--- src/ldm_div.sv ---
// ----------------------------------------------------------------------------
// ldm_div: pipelined unsigned restoring divider
// One quotient bit per stage. The numerator must be below d << QW. The
// divisor travels with its item, so it may change every beat.
// ----------------------------------------------------------------------------
module ldm_div #(
  parameter int NW = 40,
  parameter int DW = 16,
  parameter int QW = 40,
  parameter int SW = 1
) (
  input  logic          clk,
  input  logic          rst_n,
  input  logic          en,
  input  logic          v_i,
  input  logic [NW-1:0] n_i,
  input  logic [DW-1:0] d_i,
  input  logic [SW-1:0] sb_i,
  output logic          v_o,
  output logic [QW-1:0] q_o,
  output logic [SW-1:0] sb_o
);

  logic [NW+DW:0] ext;
  logic           vld_r [QW];
  logic [DW-1:0]  rem_r [QW];
  logic [QW-1:0]  sh_r  [QW];
  logic [DW-1:0]  d_r   [QW];
  logic [SW-1:0]  sb_r  [QW];

  assign ext = (NW+DW+1)'(n_i);

  for (genvar k = 0; k < QW; k++) begin : g_stage
    logic          prv_v;
    logic [DW-1:0] prv_rem;
    logic [QW-1:0] prv_sh;
    logic [DW-1:0] prv_d;
    logic [SW-1:0] prv_sb;
    logic [DW:0]   rem_sh;
    logic          ge;

    if (k == 0) begin : g_first
      assign prv_v   = v_i;
      assign prv_rem = ext[QW +: DW];
      assign prv_sh  = n_i[QW-1:0];
      assign prv_d   = d_i;
      assign prv_sb  = sb_i;
    end else begin : g_next
      assign prv_v   = vld_r[k-1];
      assign prv_rem = rem_r[k-1];
      assign prv_sh  = sh_r[k-1];
      assign prv_d   = d_r[k-1];
      assign prv_sb  = sb_r[k-1];
    end

    // shift in the next numerator bit, subtract when it fits
    assign rem_sh = {prv_rem, prv_sh[QW-1]};
    assign ge     = (rem_sh >= {1'b0, prv_d});

    always_ff @(posedge clk) begin
      if (!rst_n) begin
        vld_r[k] <= 1'b0;
      end else if (en) begin
        vld_r[k] <= prv_v;
      end
    end

    always_ff @(posedge clk) begin
      if (en) begin
        rem_r[k] <= ge ? DW'(rem_sh - {1'b0, prv_d}) : DW'(rem_sh);
        sh_r[k]  <= {prv_sh[QW-2:0], ge};
        d_r[k]   <= prv_d;
        sb_r[k]  <= prv_sb;
      end
    end
  end

  assign v_o  = vld_r[QW-1];
  assign q_o  = sh_r[QW-1];
  assign sb_o = sb_r[QW-1];

endmodule

--- config.mk ---
export PLATFORM = sky130hd
export DESIGN_NAME = ldm_div
export DESIGN_NICKNAME = d
export VERILOG_FILES = /design/src/ldm_div.sv
export SDC_FILE = /design/constraint.sdc
export NUM_CORES = 2
export LEC_CHECK = 0
export BUFFER_PORTS_ARGS = -buffer_cell sky130_fd_sc_hd__buf_2
export CORE_MARGIN = 5
export CORE_UTILIZATION = 63
export CTS_CLUSTER_DIAMETER = 120
export DETAILED_ROUTE_END_ITERATION = 6
export GPL_TIMING_DRIVEN = 0
export PLACE_DENSITY = 0.87
export SETUP_SLACK_MARGIN = 0.3
export SLEW_MARGIN = 20
export SYNTH_ARGS = -nofsm -noshare
export SYNTH_HDL_FRONTEND = slang
export SYNTH_SLANG_ARGS = --single-unit
--- constraint.sdc ---
create_clock -name clk -period 4.45 [get_ports clk]
set_clock_uncertainty 0.2 [all_clocks]
set_input_delay 0.2225 -clock clk [delete_from_list [all_inputs] [get_ports clk]]
set_output_delay 0.2225 -clock clk [all_outputs]
set_load 0.01 [all_outputs]
### Word-level counts from Yosys, hierarchy flattened

Memory sizes are Yosys's and may differ from the RTL's.
Cells that the tools add are included.

| operators by class | value |
|---|---|
| add/sub/neg operators | 40 |
| magnitude comparators | 40 |
| muxes and demuxes | 85 |
| bitwise logic cells | 40 |

Operators with widths:

| kind | number |
|---|---|
| >= comparator 17 x 16 -> 1 bit | 39 |
| 2-to-1 mux 16 bit | 40 |
| subtractor 16 bit | 39 |
| 2-to-1 mux 1 bit | 45 |
| OR 1 bit | 40 |
| >= comparator 1 x 16 -> 1 bit | 1 |
| subtractor 1 x 16 -> 16 bit | 1 |

| word-level totals | value |
|---|---|
| flip-flop bits (word level) | 0 |
| RAM bits | 2960 |
| input bits | 61 |
| output and inout port bits | 42 |
| logic and storage cells | 210 |
| memories | 5 |

Memories:

| name | depth | bits a word | read ports | clocked after memory_dff | write ports | line | text |
|---|---|---|---|---|---|---|---|
| sh_r | 40 | 40 | 40 | 0 | 40 | 27 | `logic [QW-1:0] sh_r [QW];` |
| d_r | 40 | 16 | 39 | 0 | 40 | 28 | `logic [DW-1:0] d_r [QW];` |
| rem_r | 40 | 16 | 39 | 0 | 40 | 26 | `logic [DW-1:0] rem_r [QW];` |
| sb_r | 40 | 1 | 40 | 0 | 40 | 29 | `logic [SW-1:0] sb_r [QW];` |
| vld_r | 40 | 1 | 40 | 0 | 40 | 25 | `logic vld_r [QW];` |

### Logic depth before layout (Yosys ltp)

| logic depth | value |
|---|---|
| word-level depth | 4 |
| gate-level depth with buffers | 12 |
| mapped depth without buffers | 11 |

### Worst setup path before layout

Ideal clock, no wire load.

| timing | value |
|---|---|
| kind | reg-to-reg |
| start point | memory d_r[5][1], in the netlist d_r[2][17] |
| end point | memory rem_r[6][8], in the netlist rem_r[0][104] (data pin) |
| setup time | 0.260 ns |
| data arrival time | 2.866 ns |
| data required time | 3.990 ns |
| slack | 1.124 ns |
| cell stages (with the launch flop) | 12 |
| buffers on the path | 1 |
| clock period less this slack | 3.326 ns |
| cells stage by stage | edfxtp_1 -> inv_1 -> ha_1 -> nor2b_4 -> o2111a_1 -> nor2_1 -> a211oi_1 -> o31a_1 -> o211a_1 -> a2111oi_4 -> buf_6 -> mux2_2 |

RTL lines:

| what | line |
|---|---|
| from (decl) | 28 |
| to (decl) | 26 |

==> metrics.md <==
| Metric | Value |
|---|---|
| Compound-Gate Fraction of Synth Area | `0.0757` |
| Cell area after synthesis | `0.125 mm2` |
| Clk Latency, worst-skew pair | `slightly above 0.9 ns` |
| Post-Synth Simple-Gate Area | `0.0572` |
| Endpoints failing hold | `0` |
| Slew margin rel. | `0.335` |
| Nets | `between 9000 and 10000` |
| Tcrit/Tclk final | `0.908` |
| Clk pwr share | `0.261` |
| Gpl congestion | `0.943` |
| RSZ-0062 raised after global routing | `yes` |
| Die W | `456 um` |
| Logic pwr share | `0.330` |
| Crit path time final | `4.04 ns` |
| Post-CTS Setup Bufs | `0` |
| Dpl cells | `11052` |
| CTS Buf Count | `310` |
| Async SR Flop Fraction | `0` |
| Max Buffers Root-to-Sink | `4` |
| Critical path class | `register to register` |
| Worst Hold Class | `input port to register` |
| Post-synth EDFFs | `between 2000 and 3000` |
| Top cell type's share of synthesized area | `0.701` |
| Final slew viol count | `0` |
| Residual DRC | `1` |
| PortBufs | `102` |
| Crit path required time | `4.92 ns` |
| Vias in the first global route | `68395` |
| Layout area overhead | `12.5%` |
| CTS tree | `built` |
| Routed Wire Length | `222000 um` |
| Clk slew on worst S/H paths | `0.06 ns` |
| Switching Share | `0.309` |
| Data arrival, critical path | `roughly 4.5 ns` |
| Post-synth cell types | `87` |
| FMAX | `0.248 GHz` |
| Top post-synthesis cells by area | `edfxtp_1 (70%), ha_1 (6.2%), mux2_2 (3.5%), inv_1 (2.4%), xnor2_1 (2.0%)` |
| CTS Root Cell | `clkbuf_16` |
| Leakage | `53.8 nW` |
| Final Non-Filler Cells | `11712` |
| First-pass DRT Iterations | `7` |
| Share of cells above drive strength 1 | `0.119` |
| DRT antenna net count | `0` |
| # clock sinks | `2928` |
| Dpl hpwl | `about 140000 um` |
| Grt ovf | `0` |
| Power per cell area | `686 mW/mm2` |
| Critical Path Source Type | `register` |
| Xor and xnor area share after synthesis | `0.0290` |
| Crit. End Element | `register` |
| Yosys reg bits | `2928` |
| Status | `finished, violations left` |
| Initial core utilization | `0.634` |
| DIE AREA | `0.208 mm2` |
| Ant. Diodes | `0` |
| First-pass GRT wire length | `357000 um` |
| Initial antenna violation count | `0` |
| Largest family of logic cells by synthesized area | `compound AO/OA/AOI/OAI gates` |
| Int Power | `between 0.06 and 0.07 W` |
| IR drop worst, VDD | `0.000518 V` |
| Synth Instances | `8288` |
| P_sw | `~0.030 W` |
| H-tree depth | `5` |
| Post-Place Worst Slack | `-0.121 ns` |
| Avg Inst Size Synth | `15.1 um2` |
| Part of the power in registers | `0.409` |
| Failing checks | `design-rule violations` |
| Final setup vio count | `0` |
| Core Rows | `163` |
| I/O pin count | `103` |
| Yosys warning count | `0` |
| Adder-cell share of the synthesized area | `0.0685` |
| Die Height | `about 460 um` |
| Slew @ Worst Pin | `0.972 ns` |
| Largest net degree at the start of global routing | `between 150 and 200` |
| Drt wl/cell | `18.9 um` |
| Multiplexer share of the synthesized area | `0.0418` |
| Yosys top cell by area | `edfxtp_1` |
| TNS Setup | `0 ns` |
| CP max FO | `10` |
| Sequential share of the synthesized area | `0.701` |
| Total Routing Usage GR | `0.211` |
| Via density | `a little under 6` |
| Max cap viols | `0` |
| DRT iter0 DRCs | `5742` |
| Core ar. | `0.198 mm2` |
| Primary FF master, synth | `edfxtp_1` |
| Setup ws final | `a little over 0.4 ns` |
| Syn nets | `roughly 9000` |
| Via count | `68015` |
critical path: stages, from the launching register on:
cell and delay [ns]:
edfxtp_1 0.43, ha_1 0.41, nor2b_1 0.17, o31a_1 0.28, o31ai_1 0.49, a211oi_1 0.24, o311a_1 0.36, o21ai_1 0.35
buf_2 0.33, buf_2 0.31, nand2_1 0.10, o31ai_1 0.13
per-layer routing:
metal,share of wire,vias to the layer above,routed length (um),track usage
li1,-,32339,-,-
met1,0.41,32997,90600,0.275
met2,0.50,2072,110000,0.359
met3,0.054,607,11900,0.0324
met4,0.040,0,8770,0.0822
met5,0,-,0,0
cell usage in the layout (no fill, tap or decap), drive strengths merged, types with 46 or more instances in the layout:
| master | Yosys | layout |
|---|---|---|
| inv | 803 | 813 |
| mux2i | 70 | 70 |
| a211oi | 48 | 48 |
| and3 | 74 | 74 |
| o31ai | 51 | 51 |
| nand2b | 63 | 63 |
| nor3 | 123 | 123 |
| nor2b | 114 | 114 |
| a21o | 113 | 113 |
| o21a | 123 | 123 |
| nand3 | 100 | 100 |
| xnor2 | 291 | 291 |
| nor2 | 491 | 491 |
| clkinv | 0 | 118 |
| buf | 36 | 161 |
| o21ai | 300 | 300 |
| xor2 | 124 | 124 |
| mux2 | 401 | 401 |
| edfxtp | 2927 | 2927 |
| clkbuf | 48 | 407 |
| dlygate4sd3 | 0 | 119 |
| nand4 | 93 | 93 |
| nand2 | 265 | 265 |
| ha | 626 | 626 |
| a21oi | 432 | 432 |
| o31a | 46 | 46 |
sequential cells by signal, summed over array words and instances, names as in the netlist:
| register | flops |
|---|---|
| sh_r | 1600 |
| d_r | 624 |
| sb_r | 40 |
| rem_r | 624 |
| vld_r | 40 |
cell families (layout without fill, tap and decap cells):
kind of cell	count (synthesis)	after routing
adder cells (fa/ha/maj)	664	664
AND/OR/NAND/NOR	1476	1476
AO/OA/AOI/OAI	1447	1447
flip-flops	2928	2928
multiplexers	471	471
XOR/XNOR	415	415
buffers and inverters	887	1671
Yosys cell counts (17+ instances only):
| cell | n |
|---|---|
| o31ai_1 | 49 |
| clkbuf_1 | 48 |
| or3_1 | 42 |
| a21boi_0 | 36 |
| nand4_1 | 93 |
| nor4_1 | 33 |
| nor2_1 | 491 |
| o211ai_1 | 39 |
| nor3_1 | 123 |
| xnor2_1 | 291 |
| a211o_1 | 18 |
| a21oi_1 | 425 |
| o21ai_0 | 294 |
| mux2i_1 | 70 |
| a21o_1 | 113 |
| buf_2 | 26 |
| o21bai_1 | 38 |
| nand2_1 | 265 |
| and3_1 | 74 |
| fa_1 | 38 |
| a211oi_1 | 48 |
| a2111oi_0 | 25 |
| or2_2 | 27 |
| a31o_2 | 17 |
| o21a_1 | 123 |
| mux2_2 | 395 |
| nand2b_1 | 63 |
| o31a_1 | 46 |
| nor2b_1 | 112 |
| inv_1 | 803 |
| a31oi_1 | 37 |
| xor2_1 | 124 |
| o41ai_1 | 19 |
| ha_1 | 626 |
| edfxtp_1 | 2927 |
| nand3_1 | 100 |
path summary, 6_finish.rpt:
check	start	to	slack (ns)	cells after the start
worst max-delay path	rem_r[0][48]	rem_r[0][78]	0.41	11
worst max register to register	rem_r[0][48]	rem_r[0][78]	0.41	11
worst min register to register	sh_r[2][91]	sh_r[2][132]	0.18	0
worst min-delay path	d_i[0]	rem_r[0][0]	0.16	4
area by class of cell:
type | instances | area [um2]
sequential | 2928 | 87900
fill | 12300 | 56700
multi-input combinational | 4473 | 34200
clock buffer | 358 | 8090
tap | 2640 | 3300
inverter | 803 | 3010
timing repair buffer | 245 | 2370
clock inverter | 181 | 1840
buffer | 84 | 400
through the flow:
stage | hold WS [ns] | total power, W | util | area (um2)
after floorplan | 0.121 | 0.0631 | - | 125000
after global placement | 0.199 | 0.0720 | 0.653 | 129000
after detailed placement | 0.201 | 0.0710 | 0.657 | 130000
after CTS | 0.0604 | 0.0971 | 0.713 | 141000
after global routing | 0.136 | 0.102 | 0.713 | 141000
final | 0.157 | 0.0968 | 0.713 | 141000
power groups by stage:
stage                     sequential [W]  combinational (W)  clock [W]
after CTS                         0.0396             0.0317     0.0259
after global placement            0.0422             0.0298          0
after floorplan                   0.0388             0.0242          0
after global routing              0.0399             0.0352     0.0271
after detailed placement          0.0400             0.0310          0
final                             0.0396             0.0320     0.0253
timing repair:
| item | 4_1_cts | 5_1_grt |
|---|---|---|
| hold buffers | 120 | 0 |
| setup endpoints to repair | 0 | 195 |
| hold endpoints to repair | 310 | 0 |
| resized for setup | 0 | 14 |
Note: power is estimated with default switching activity, not from simulation.
