### src/ldm_sqrt.sv
// ----------------------------------------------------------------------------
// ldm_sqrt: pipelined integer square root
// One result bit per stage, floor of the root, with a sideband word that
// travels alongside. All stages advance together on en.
// ----------------------------------------------------------------------------
module ldm_sqrt #(
  parameter int RW = 18,
  parameter int SW = 1
) (
  input  logic            clk,
  input  logic            rst_n,
  input  logic            en,
  input  logic            v_i,
  input  logic [2*RW-1:0] rad_i,
  input  logic [SW-1:0]   sb_i,
  output logic            v_o,
  output logic [RW-1:0]   root_o,
  output logic [SW-1:0]   sb_o
);

  logic            vld_r  [RW];
  logic [RW:0]     rem_r  [RW];
  logic [RW-1:0]   root_r [RW];
  logic [2*RW-1:0] rest_r [RW];
  logic [SW-1:0]   sb_r   [RW];

  for (genvar k = 0; k < RW; k++) begin : g_stage
    logic            prv_v;
    logic [RW:0]     prv_rem;
    logic [RW-1:0]   prv_root;
    logic [2*RW-1:0] prv_rest;
    logic [SW-1:0]   prv_sb;
    logic [RW+2:0]   rem_sh;
    logic [RW+2:0]   trial;
    logic            ge;

    if (k == 0) begin : g_first
      assign prv_v    = v_i;
      assign prv_rem  = '0;
      assign prv_root = '0;
      assign prv_rest = rad_i;
      assign prv_sb   = sb_i;
    end else begin : g_next
      assign prv_v    = vld_r[k-1];
      assign prv_rem  = rem_r[k-1];
      assign prv_root = root_r[k-1];
      assign prv_rest = rest_r[k-1];
      assign prv_sb   = sb_r[k-1];
    end

    // bring down the next bit pair and try root*4+1
    assign rem_sh = {prv_rem, prv_rest[2*RW-1 -: 2]};
    assign trial  = (RW+3)'({prv_root, 2'b01});
    assign ge     = (rem_sh >= trial);

    always_ff @(posedge clk) begin
      if (!rst_n) begin
        vld_r[k] <= 1'b0;
      end else if (en) begin
        vld_r[k] <= prv_v;
      end
    end

    always_ff @(posedge clk) begin
      if (en) begin
        rem_r[k]  <= ge ? (RW+1)'(rem_sh - trial) : (RW+1)'(rem_sh);
        root_r[k] <= {prv_root[RW-2:0], ge};
        rest_r[k] <= prv_rest << 2;
        sb_r[k]   <= prv_sb;
      end
    end
  end

  assign v_o    = vld_r[RW-1];
  assign root_o = root_r[RW-1];
  assign sb_o   = sb_r[RW-1];

endmodule

### config.mk
export PLATFORM = sky130hd
export DESIGN_NAME = ldm_sqrt
export DESIGN_NICKNAME = d
export VERILOG_FILES = /design/src/ldm_sqrt.sv
export SDC_FILE = /design/constraint.sdc
export NUM_CORES = 1
export LEC_CHECK = 0
export BUFFER_PORTS_ARGS = -buffer_cell sky130_fd_sc_hd__buf_2
export CAP_MARGIN = 25
export CELL_PAD_IN_SITES_DETAIL_PLACEMENT = 0
export CELL_PAD_IN_SITES_GLOBAL_PLACEMENT = 1
export CORE_MARGIN = 2
export CORE_UTILIZATION = 40
export DETAILED_ROUTE_END_ITERATION = 6
export PLACE_DENSITY = 0.71
export RECOVER_POWER = 50
export SLEW_MARGIN = 30
export SYNTH_ARGS = -nofsm -noshare
export SYNTH_HDL_FRONTEND = slang
export SYNTH_SLANG_ARGS = --single-unit
### constraint.sdc
create_clock -name clk -period 7.4 [get_ports clk]
set_input_delay 0.74 -clock clk [delete_from_list [all_inputs] [get_ports clk]]
set_output_delay 0.74 -clock clk [all_outputs]
set_load 0.05 [all_outputs]
Yosys cells after proc, flatten, opt, wreduce, memory -nomap -nowiden
Memories as Yosys holds them, arrays and structs flattened.
Cells that the tools add are included.
{"block": "classes", "add_sub_neg": 18, "order_cmp": 18, "bitwise_logic": 18, "muxes": 41}
{"cell": "21-bit by 20-bit greater-or-equal comparator with 1-bit output", "count": 17}
{"cell": "19-bit 2-to-1 mux", "count": 18}
{"cell": "19-bit subtractor", "count": 17}
{"cell": "1-bit 2-to-1 mux", "count": 23}
{"cell": "1-bit bitwise OR", "count": 18}
{"cell": "2-bit by 1-bit subtractor with 3-bit output (second input constant)", "count": 1}
{"cell": "2-bit by 1-bit greater-or-equal comparator with 1-bit output (second input constant)", "count": 1}
{"block": "totals", "input_bits": 41, "word_cells": 100, "output_inout_bits": 20, "ramBits": 1314, "n_memories": 5, "register_bits": 0}
{"name": "rest_r", "depth": 18, "width": 34, "rd": 17, "rd_ports_with_merged_regs": 0, "write_ports": 18, "line": "24", "rtl": "logic [2*RW-1:0] rest_r [RW];"}
{"name": "rem_r", "depth": 18, "width": 19, "rd": 17, "rd_ports_with_merged_regs": 0, "write_ports": 18, "line": "22", "rtl": "logic [RW:0] rem_r [RW];"}
{"name": "root_r", "depth": 18, "width": 18, "rd": 18, "rd_ports_with_merged_regs": 0, "write_ports": 18, "line": "23", "rtl": "logic [RW-1:0] root_r [RW];"}
{"name": "sb_r", "depth": 18, "width": 1, "rd": 18, "rd_ports_with_merged_regs": 0, "write_ports": 18, "line": "25", "rtl": "logic [SW-1:0] sb_r [RW];"}
{"name": "vld_r", "depth": 18, "width": 1, "rd": 18, "rd_ports_with_merged_regs": 0, "write_ports": 18, "line": "21", "rtl": "logic vld_r [RW];"}

Logic depth before layout (Yosys ltp)
Gate-level depths: netlist of the first run.
{"block": "logic_depth", "ltp_word": 4, "depth_mapped": 12, "ltp_nobuf": 11}

Least setup slack after synthesis of the first run
OpenSTA, ideal clock, no wires.
{"block": "synth_timing", "path_type": "register -> register", "start": "memory rem_r[3][3] (netlist name)", "end": "memory rem_r[4][16] (netlist name) (data pin)", "t_arrival_ns": 2.658, "stages_incl_launch_ff": 7, "setup_ns": 0.259, "period_less_slack_ns": 2.916, "required_time_ns": 7.141, "setup_slack_ns": 4.484, "path_cell_list": "edfxtp_1 -> ha_1 -> or4_4 -> or4b_4 -> or4b_4 -> or3_4 -> xnor2_2"}
{"item": "start, declared", "line": "22"}

==> impl_metrics.csv, run 1 <==
group,metric,value,unit
sta,setup_tns,0,ns
power,report.power.total,12.0,mW
power,p_per_area,285,mW/mm^2
sta,fin_skew,0.0532,ns
setup_path,arrival,5.02,ns
synthesis,synth_mux_area_frac,0.0102,
clock_tree,cts_buffers,88,
sta,period_minus_slack,4.78,ns
drt,num_vias,21400,
setup_path,slowest_stage,"clkbuf_1",
global_routing,grt_pass1_vias,21100,
drt,post_drt_via_cell_ratio,5.07,
setup_path,r2r-start,"rem_r[15][0]",
power,ir_drop,0.207,mV
synthesis,synth_compound_area_frac,0.0906,
setup_path,critPathLaunchType,"input pin",
sta,final-max-slew-violation-count,84,
clock_tree,ctsRootBufferMaster,"clkbuf_16",
synthesis,synth.largest_area_cell,"edfxtp_1",
clock_tree,cts_sinks,814,
flow_run,maxCapViolCount,1,
cells_and_area,drive_gt1_frac,0.0813,
cells_and_area,nNetsFinal,3134,
die,num_rows,111,
setup_path,critPathCaptureType,"flop",
synthesis,synthAdderAreaFrac,0.0640,
clock_tree,ctsHoldBuffers,0,
setup_path,worstPathRequired,7.65,ns
cells_and_area,final_common_cell,"edfxtp_1",
drt,drcViolationCount,0,
synthesis,syn_inst,2775,
clock_tree,cts_tree,"built",
global_routing,grt_pass1_wl,107000,um
setup_path,crit_chain,"clkbuf_1 > buf_4",
clock_tree,clk_pin_slew_worst_paths,0.06,ns
clock_tree,clk_path_buf_depth,3,
synthesis,synthDistinctLibCells,84,
setup_path,r2r-end,"rem_r[16][11]",
drt,drt_iter0_drc,1439,
synthesis,synth_top_area_frac,0.658,
cells_and_area,final_cell_mix,"edfxtp_1 (813), inv_1 (244), ha_1 (190)",
status,status,"finished with violations",
sta,min_period_over_period,0.645,
sta,finalSetupViolations,0,
setup_path,critPathCapture,"rem_r[11][16]",
setup_path,rr_worst_depth,8,
clock_tree,h-tree-depth,3,
placement,place_ws,3.94,ns
cells_and_area,area_growth_syn_to_layout,12.9,%
global_routing,grt_use_total,0.138,
synthesis,synth_top_family_by_area,"simple AND/OR/NAND/NOR gates",
synthesis,synthesis.area,0.0371,mm^2
die,coreArea,0.0918,mm^2
drt,post_drt_wl_per_cell,15.5,um
power,leakage,16.1,nW
global_routing,antenna_found_initial,0,
global_routing,grt_max_degree,190,
synthesis,synth-edff-count,813,
synthesis,synth.area.top_cells,"edfxtp_1 (66%), ha_1 (6.4%), xor2_1 (2.5%), inv_1 (2.5%), xnor2_1 (2.5%)",
drt,postRouteAntennaNets,0,
synthesis,async_flop_share,0,
synthesis,ys_seq_area_frac,0.658,
sta,fmax,209,MHz
placement,gp_congestion,0.867,
clock_tree,ctsResizeCount,0,
setup_path,crit_start,"en",
setup_path,slowest_delay,3.11,ns
cells_and_area,regArea,0.0244,mm^2
sta,worst_pin_slew,4.54,ns
die,ioPinCount,61,
synthesis,synth_fp_nets,3006,
cells_and_area,antennaDiodeCount,0,
placement,io_buffers,60,
setup_path,crit_type,"in -> reg",
die,start_util,0.404,
clock_tree,post-cts-setup-buffers,0,
min_path,hp-class,"in -> reg",
sta,hold_violations,0,
clock_tree,worstSkewPairLatency,0.67,ns
synthesis,synth_warnings,0,
setup_path,cp_top_family,"buffers and inverters",
status,violations,"max-capacitance violations, max-slew violations",
placement,place_hpwl,45500,um
synthesis,yosys_register_bits,814,
sta,maxSlewHeadroom,-2.02,
setup_path,crit_path_max_fanout,87,
synthesis,syn_avg_cell_area,13.4,um^2
synthesis,ys.flop_type,"edfxtp_1",
sta,layout_setup_ws,2.62,ns
die,die_area,0.0953,mm^2
cells_and_area,multi_input_area,0.0116,mm^2
setup_path,crit_cells,2,
synthesis,yosys.area_share.simple,0.0973,
die,die_y,309,um
drt,drtPass1Iterations,5,
global_routing,grt_overflow,0,
synthesis,synth_xor_area_frac,0.0502,
drt,routed_wl,65300,um
setup_path,rrSetupSlack,3.96,ns
setup_path,critical_path_buf_inv_count,2,
cells_and_area,n_fill_cell,8161,
die,die_w,309,um
sta,rsz0062_at_grt,"no",
[cells in the mapped netlist, drive strengths merged (7+ instances only)]
cell       n
and4       9
nor4      31
or3       44
inv      253
nor2     166
a31oi     15
xnor2    105
o211ai     8
nand3b     7
or4       22
ha       190
a21o      57
a21oi    154
a211oi    23
nor3      73
nand2b    35
nand3     25
clkbuf    31
and2       9
o21ai    140
a21boi     9
o21bai    10
nor2b     20
and3      28
nand4     23
or2       13
mux2i     13
xor2     107
o31ai     19
nor4b      9
edfxtp   813
nand2    162
o21a      33
mux2      22
a2111oi    7
[metal layers]
layer	up-vias	track usage	share of wire
met3	108	0.0315	0.047
met4	0	0.0390	0.019
met1	10300	0.186	0.47
met5	-	0	0
met2	393	0.224	0.47
li1	10600	-	-
[through the flow]
step,std cells,hold WS [ns],instance area (um^2),util
after global placement,4052,0.400,39000,0.425
after floorplan,2775,0.400,37100,-
after detailed placement,4052,0.405,39000,0.425
after CTS,4216,0.191,41800,0.456
final,4220,0.248,41900,0.456
after global routing,4220,0.199,41900,0.456
[final cells by class]
class | instances | area share
multi-input cells | 1671 | 0.277
inverters | 253 | 0.0227
clock inverters | 62 | 0.0139
flip-flops and latches | 814 | 0.583
well taps | 1243 | 0.0371
repair buffers | 75 | 0.0122
clock buffers | 102 | 0.0538
[registers in the layout, summed over array words and instances (netlist names)]
register	flops
vld_r	18
rest_r	306
rem_r	301
sb_r	18
root_r	171
[report_power, final]
group	total, mW	internal, mW	switching [mW]
clock network	4.25	2.45	1.80
logic	1.75	0.743	1.00
registers	5.97	5.70	0.268
[how the worst min path moves through the flow]
stage	cells past startpoint	slack (ns)	end	start
after floorplan	0	0.40	rest_r[10][20]	rest_r[9][18]
after global placement	0	0.40	rest_r[5][13]	rest_r[4][11]
after detailed placement	0	0.40	rest_r[10][24]	rest_r[9][22]
after CTS	1	0.19	rest_r[0][24]	rad_i[24]
after global routing	1	0.20	rest_r[0][24]	rad_i[24]
final	1	0.25	rest_r[0][24]	rad_i[24]
[logic make-up (layout without fill, tap and decap cells)]
kind of cell / Yosys count / in the layout
xor gates and xnor gates: 212 / 212
adders and majority gates: 190 / 190
AOI/OAI and AO/OA: 534 / 534
other: 1 / 1
buffers and inverters: 290 / 492
muxes: 35 / 35
and+or+nand+nor: 699 / 699
DFF: 814 / 814
(Power assumes the default switching activity.)
==> run 2, diff against run 1 <==
--- a/config.mk
+++ b/config.mk
@@ -12,7 +12,7 @@
 export CORE_MARGIN = 2
 export CORE_UTILIZATION = 40
 export DETAILED_ROUTE_END_ITERATION = 6
-export PLACE_DENSITY = 0.71
+export PLACE_DENSITY = 0.74
 export RECOVER_POWER = 50
 export SLEW_MARGIN = 30
 export SYNTH_ARGS = -nofsm -noshare
==> constraint.sdc (replaced) <==
create_clock -name clk -period 4.1 [get_ports clk]
set_input_delay 0.41 -clock clk [delete_from_list [all_inputs] [get_ports clk]]
set_output_delay 0.41 -clock clk [all_outputs]
set_load 0.05 [all_outputs]
==> run 2 against run 1 <==
Compared with the run above:
- the run still ends with max-capacitance violations, max-slew violations left
- total power is 83% higher
- sequential power rose by 81%
- register-to-register slack worse by 3.0 ns
- flip-flop and latch count unchanged
- wire length increased by 2.0%
- global-route usage up 0.30 points
- hold slack lost 0.17 ns
- cell area up 1.0%
- final cell count grew 0.97%
- die area stayed put
- setup slack worse by 1.7 ns
- critical path depth stayed put
- critical endpoint is now rem_r[12][16]
==> impl_metrics.csv, run 2 (same netlist as run 1, synthesis figures left out) <==
group,metric,value,unit
placement,io_buffers,60,
status,violations,"max-capacitance violations, max-slew violations",
clock_tree,cts_buffers,88,
global_routing,grt_use_total,0.141,
clock_tree,ctsResizeCount,0,
sta,fmax,310,MHz
setup_path,rr_worst_depth,9,
setup_path,rrSetupSlack,0.99,ns
global_routing,grt_overflow,0,
setup_path,critical_path_buf_inv_count,2,
die,die_w,309,um
placement,post_dp_cell_area,0.0391,mm^2
setup_path,critPathLaunchType,"input pin",
power,ir_drop,0.346,mV
min_path,hp-class,"in -> reg",
setup_path,crit_chain,"clkbuf_2 > clkbuf_2",
clock_tree,worstSkewPairLatency,0.64,ns
clock_tree,cts_sinks,814,
sta,maxSlewHeadroom,-0.292,
global_routing,grt_max_degree,144,
cells_and_area,final_area,0.0423,mm^2
die,ioPinCount,61,
sta,setup_tns,0,ns
setup_path,critPathCaptureType,"flop",
setup_path,crit_path_max_fanout,83,
clock_tree,clk_path_buf_depth,3,
sta,rsz0062_at_grt,"no",
die,start_util,0.404,
die,die_y,309,um
drt,drt_iter0_drc,1761,
global_routing,grt_pass1_wl,110000,um
setup_path,slowest_delay,1.57,ns
global_routing,grt_pass1_vias,21400,
setup_path,slowest_stage,"clkbuf_2",
placement,place_hpwl,46200,um
clock_tree,h-tree-depth,3,
cells_and_area,nNetsFinal,3177,
cells_and_area,final_common_cell,"edfxtp_1",
setup_path,worstPathRequired,4.32,ns
clock_tree,cts_tree,"built",
global_routing,antenna_found_initial,0,
drt,postRouteAntennaNets,0,
power,leakage,16.3,nW
sta,worst_pin_slew,1.94,ns
die,coreArea,0.0918,mm^2
status,status,"finished with violations",
setup_path,arrival,3.44,ns
drt,num_vias,21700,
die,num_rows,111,
sta,hold_violations,0,
setup_path,crit_cells,2,
sta,finalSetupViolations,0,
drt,routed_wl,66600,um
setup_path,crit_type,"in -> reg",
sta,final-max-slew-violation-count,513,
placement,gp_congestion,0.890,
drt,post_drt_via_cell_ratio,5.09,
setup_path,crit_top_cell,"clkbuf_2",
cells_and_area,largest_reg_flops,306,
power,p_per_area,518,mW/mm^2
flow_run,maxCapViolCount,7,
clock_tree,ctsHoldBuffers,35,
drt,post_drt_wl_per_cell,15.6,um
drt,drtPass1Iterations,5,
die,die_area,0.0953,mm^2
cells_and_area,drive_gt1_frac,0.0832,
cells_and_area,top_register,"rest_r",
clock_tree,clk_pin_slew_worst_paths,0.06,ns
clock_tree,post-cts-setup-buffers,0,
cells_and_area,area_growth_syn_to_layout,14.0,%
cells_and_area,top_regs,"rest_r (306), rem_r (301), root_r (171)",
sta,period_minus_slack,3.22,ns
cells_and_area,final_cell_mix,"edfxtp_1 (813), inv_1 (244), ha_1 (190)",
setup_path,cp_top_family,"buffers and inverters",
sta,fin_skew,0.0230,ns
drt,drcViolationCount,0,
min_path,min_path_cells,2,
sta,min_period_over_period,0.787,
sta,hold_ws,0.0816,ns
clock_tree,ctsRootBufferMaster,"clkbuf_16",
cells_and_area,antennaDiodeCount,0,
==> run 2: changes by cell type in the layout (fill, tap and decap cells not counted), sizes merged <==
| cell | delta |
|---|---|
| clkinvlp | +3 |
| clkbuf | +9 |
| bufinv | +4 |
| dlygate4sd3 | +35 |
| clkinv | -10 |
==> run 2: where the power goes <==
| part | leakage, nW | total [mW] | switching, mW | internal [mW] |
|---|---|---|---|---|
| logic | 7.06 | 3.20 | 1.84 | 1.36 |
| clock network | 1.43 | 7.95 | 3.22 | 4.73 |
| registers | 7.82 | 10.8 | 0.485 | 10.3 |
| total | 16.3 | 21.9 | 5.54 | 16.4 |
==> run 2: metrics by stage <==
| stage | std cells | utilization | power [mW] | worst slack (ns) |
|---|---|---|---|---|
| finish | 4261 | 0.461 | 21.9 | 0.875 |
| global route | 4261 | 0.461 | 23.0 | 0.477 |
| CTS | 4261 | 0.462 | 22.2 | 0.964 |
| detailed placement | 4064 | 0.426 | 14.1 | 1.00 |
| global placement | 4064 | 0.426 | 14.0 | 1.05 |
| floorplan | 2775 | - | 13.1 | 1.18 |
==> run 2: path summary, 6_finish.rpt <==
| check | startpoint | to |
|---|---|---|
| min reg2reg | rest_r[15][31] | rest_r[16][33] |
| min | rad_i[34] | rem_r[0][0] |
| max | en | rem_r[12][16] |
| max reg2reg | root_r[14][12] | rem_r[15][12] |
==> run 2: layer usage <==
| layer | track usage | vias up | wire length [um] |
|---|---|---|---|
| met3 | 0.0249 | 106 | 2950 |
| li1 | - | 10700 | - |
| met2 | 0.228 | 409 | 31200 |
| met1 | 0.194 | 10500 | 31000 |
| met4 | 0.0437 | 0 | 1460 |
| met5 | 0 | - | 0 |
==> run 2: layout make-up <==
type / count / area (um^2)
fillers: 8146 / 49500
flip-flops and latches: 814 / 24400
multi-input cells: 1671 / 11600
clock buffers: 103 / 2300
well taps: 1243 / 1560
inverters: 253 / 950
repair buffers: 118 / 826
clock inverters: 59 / 639
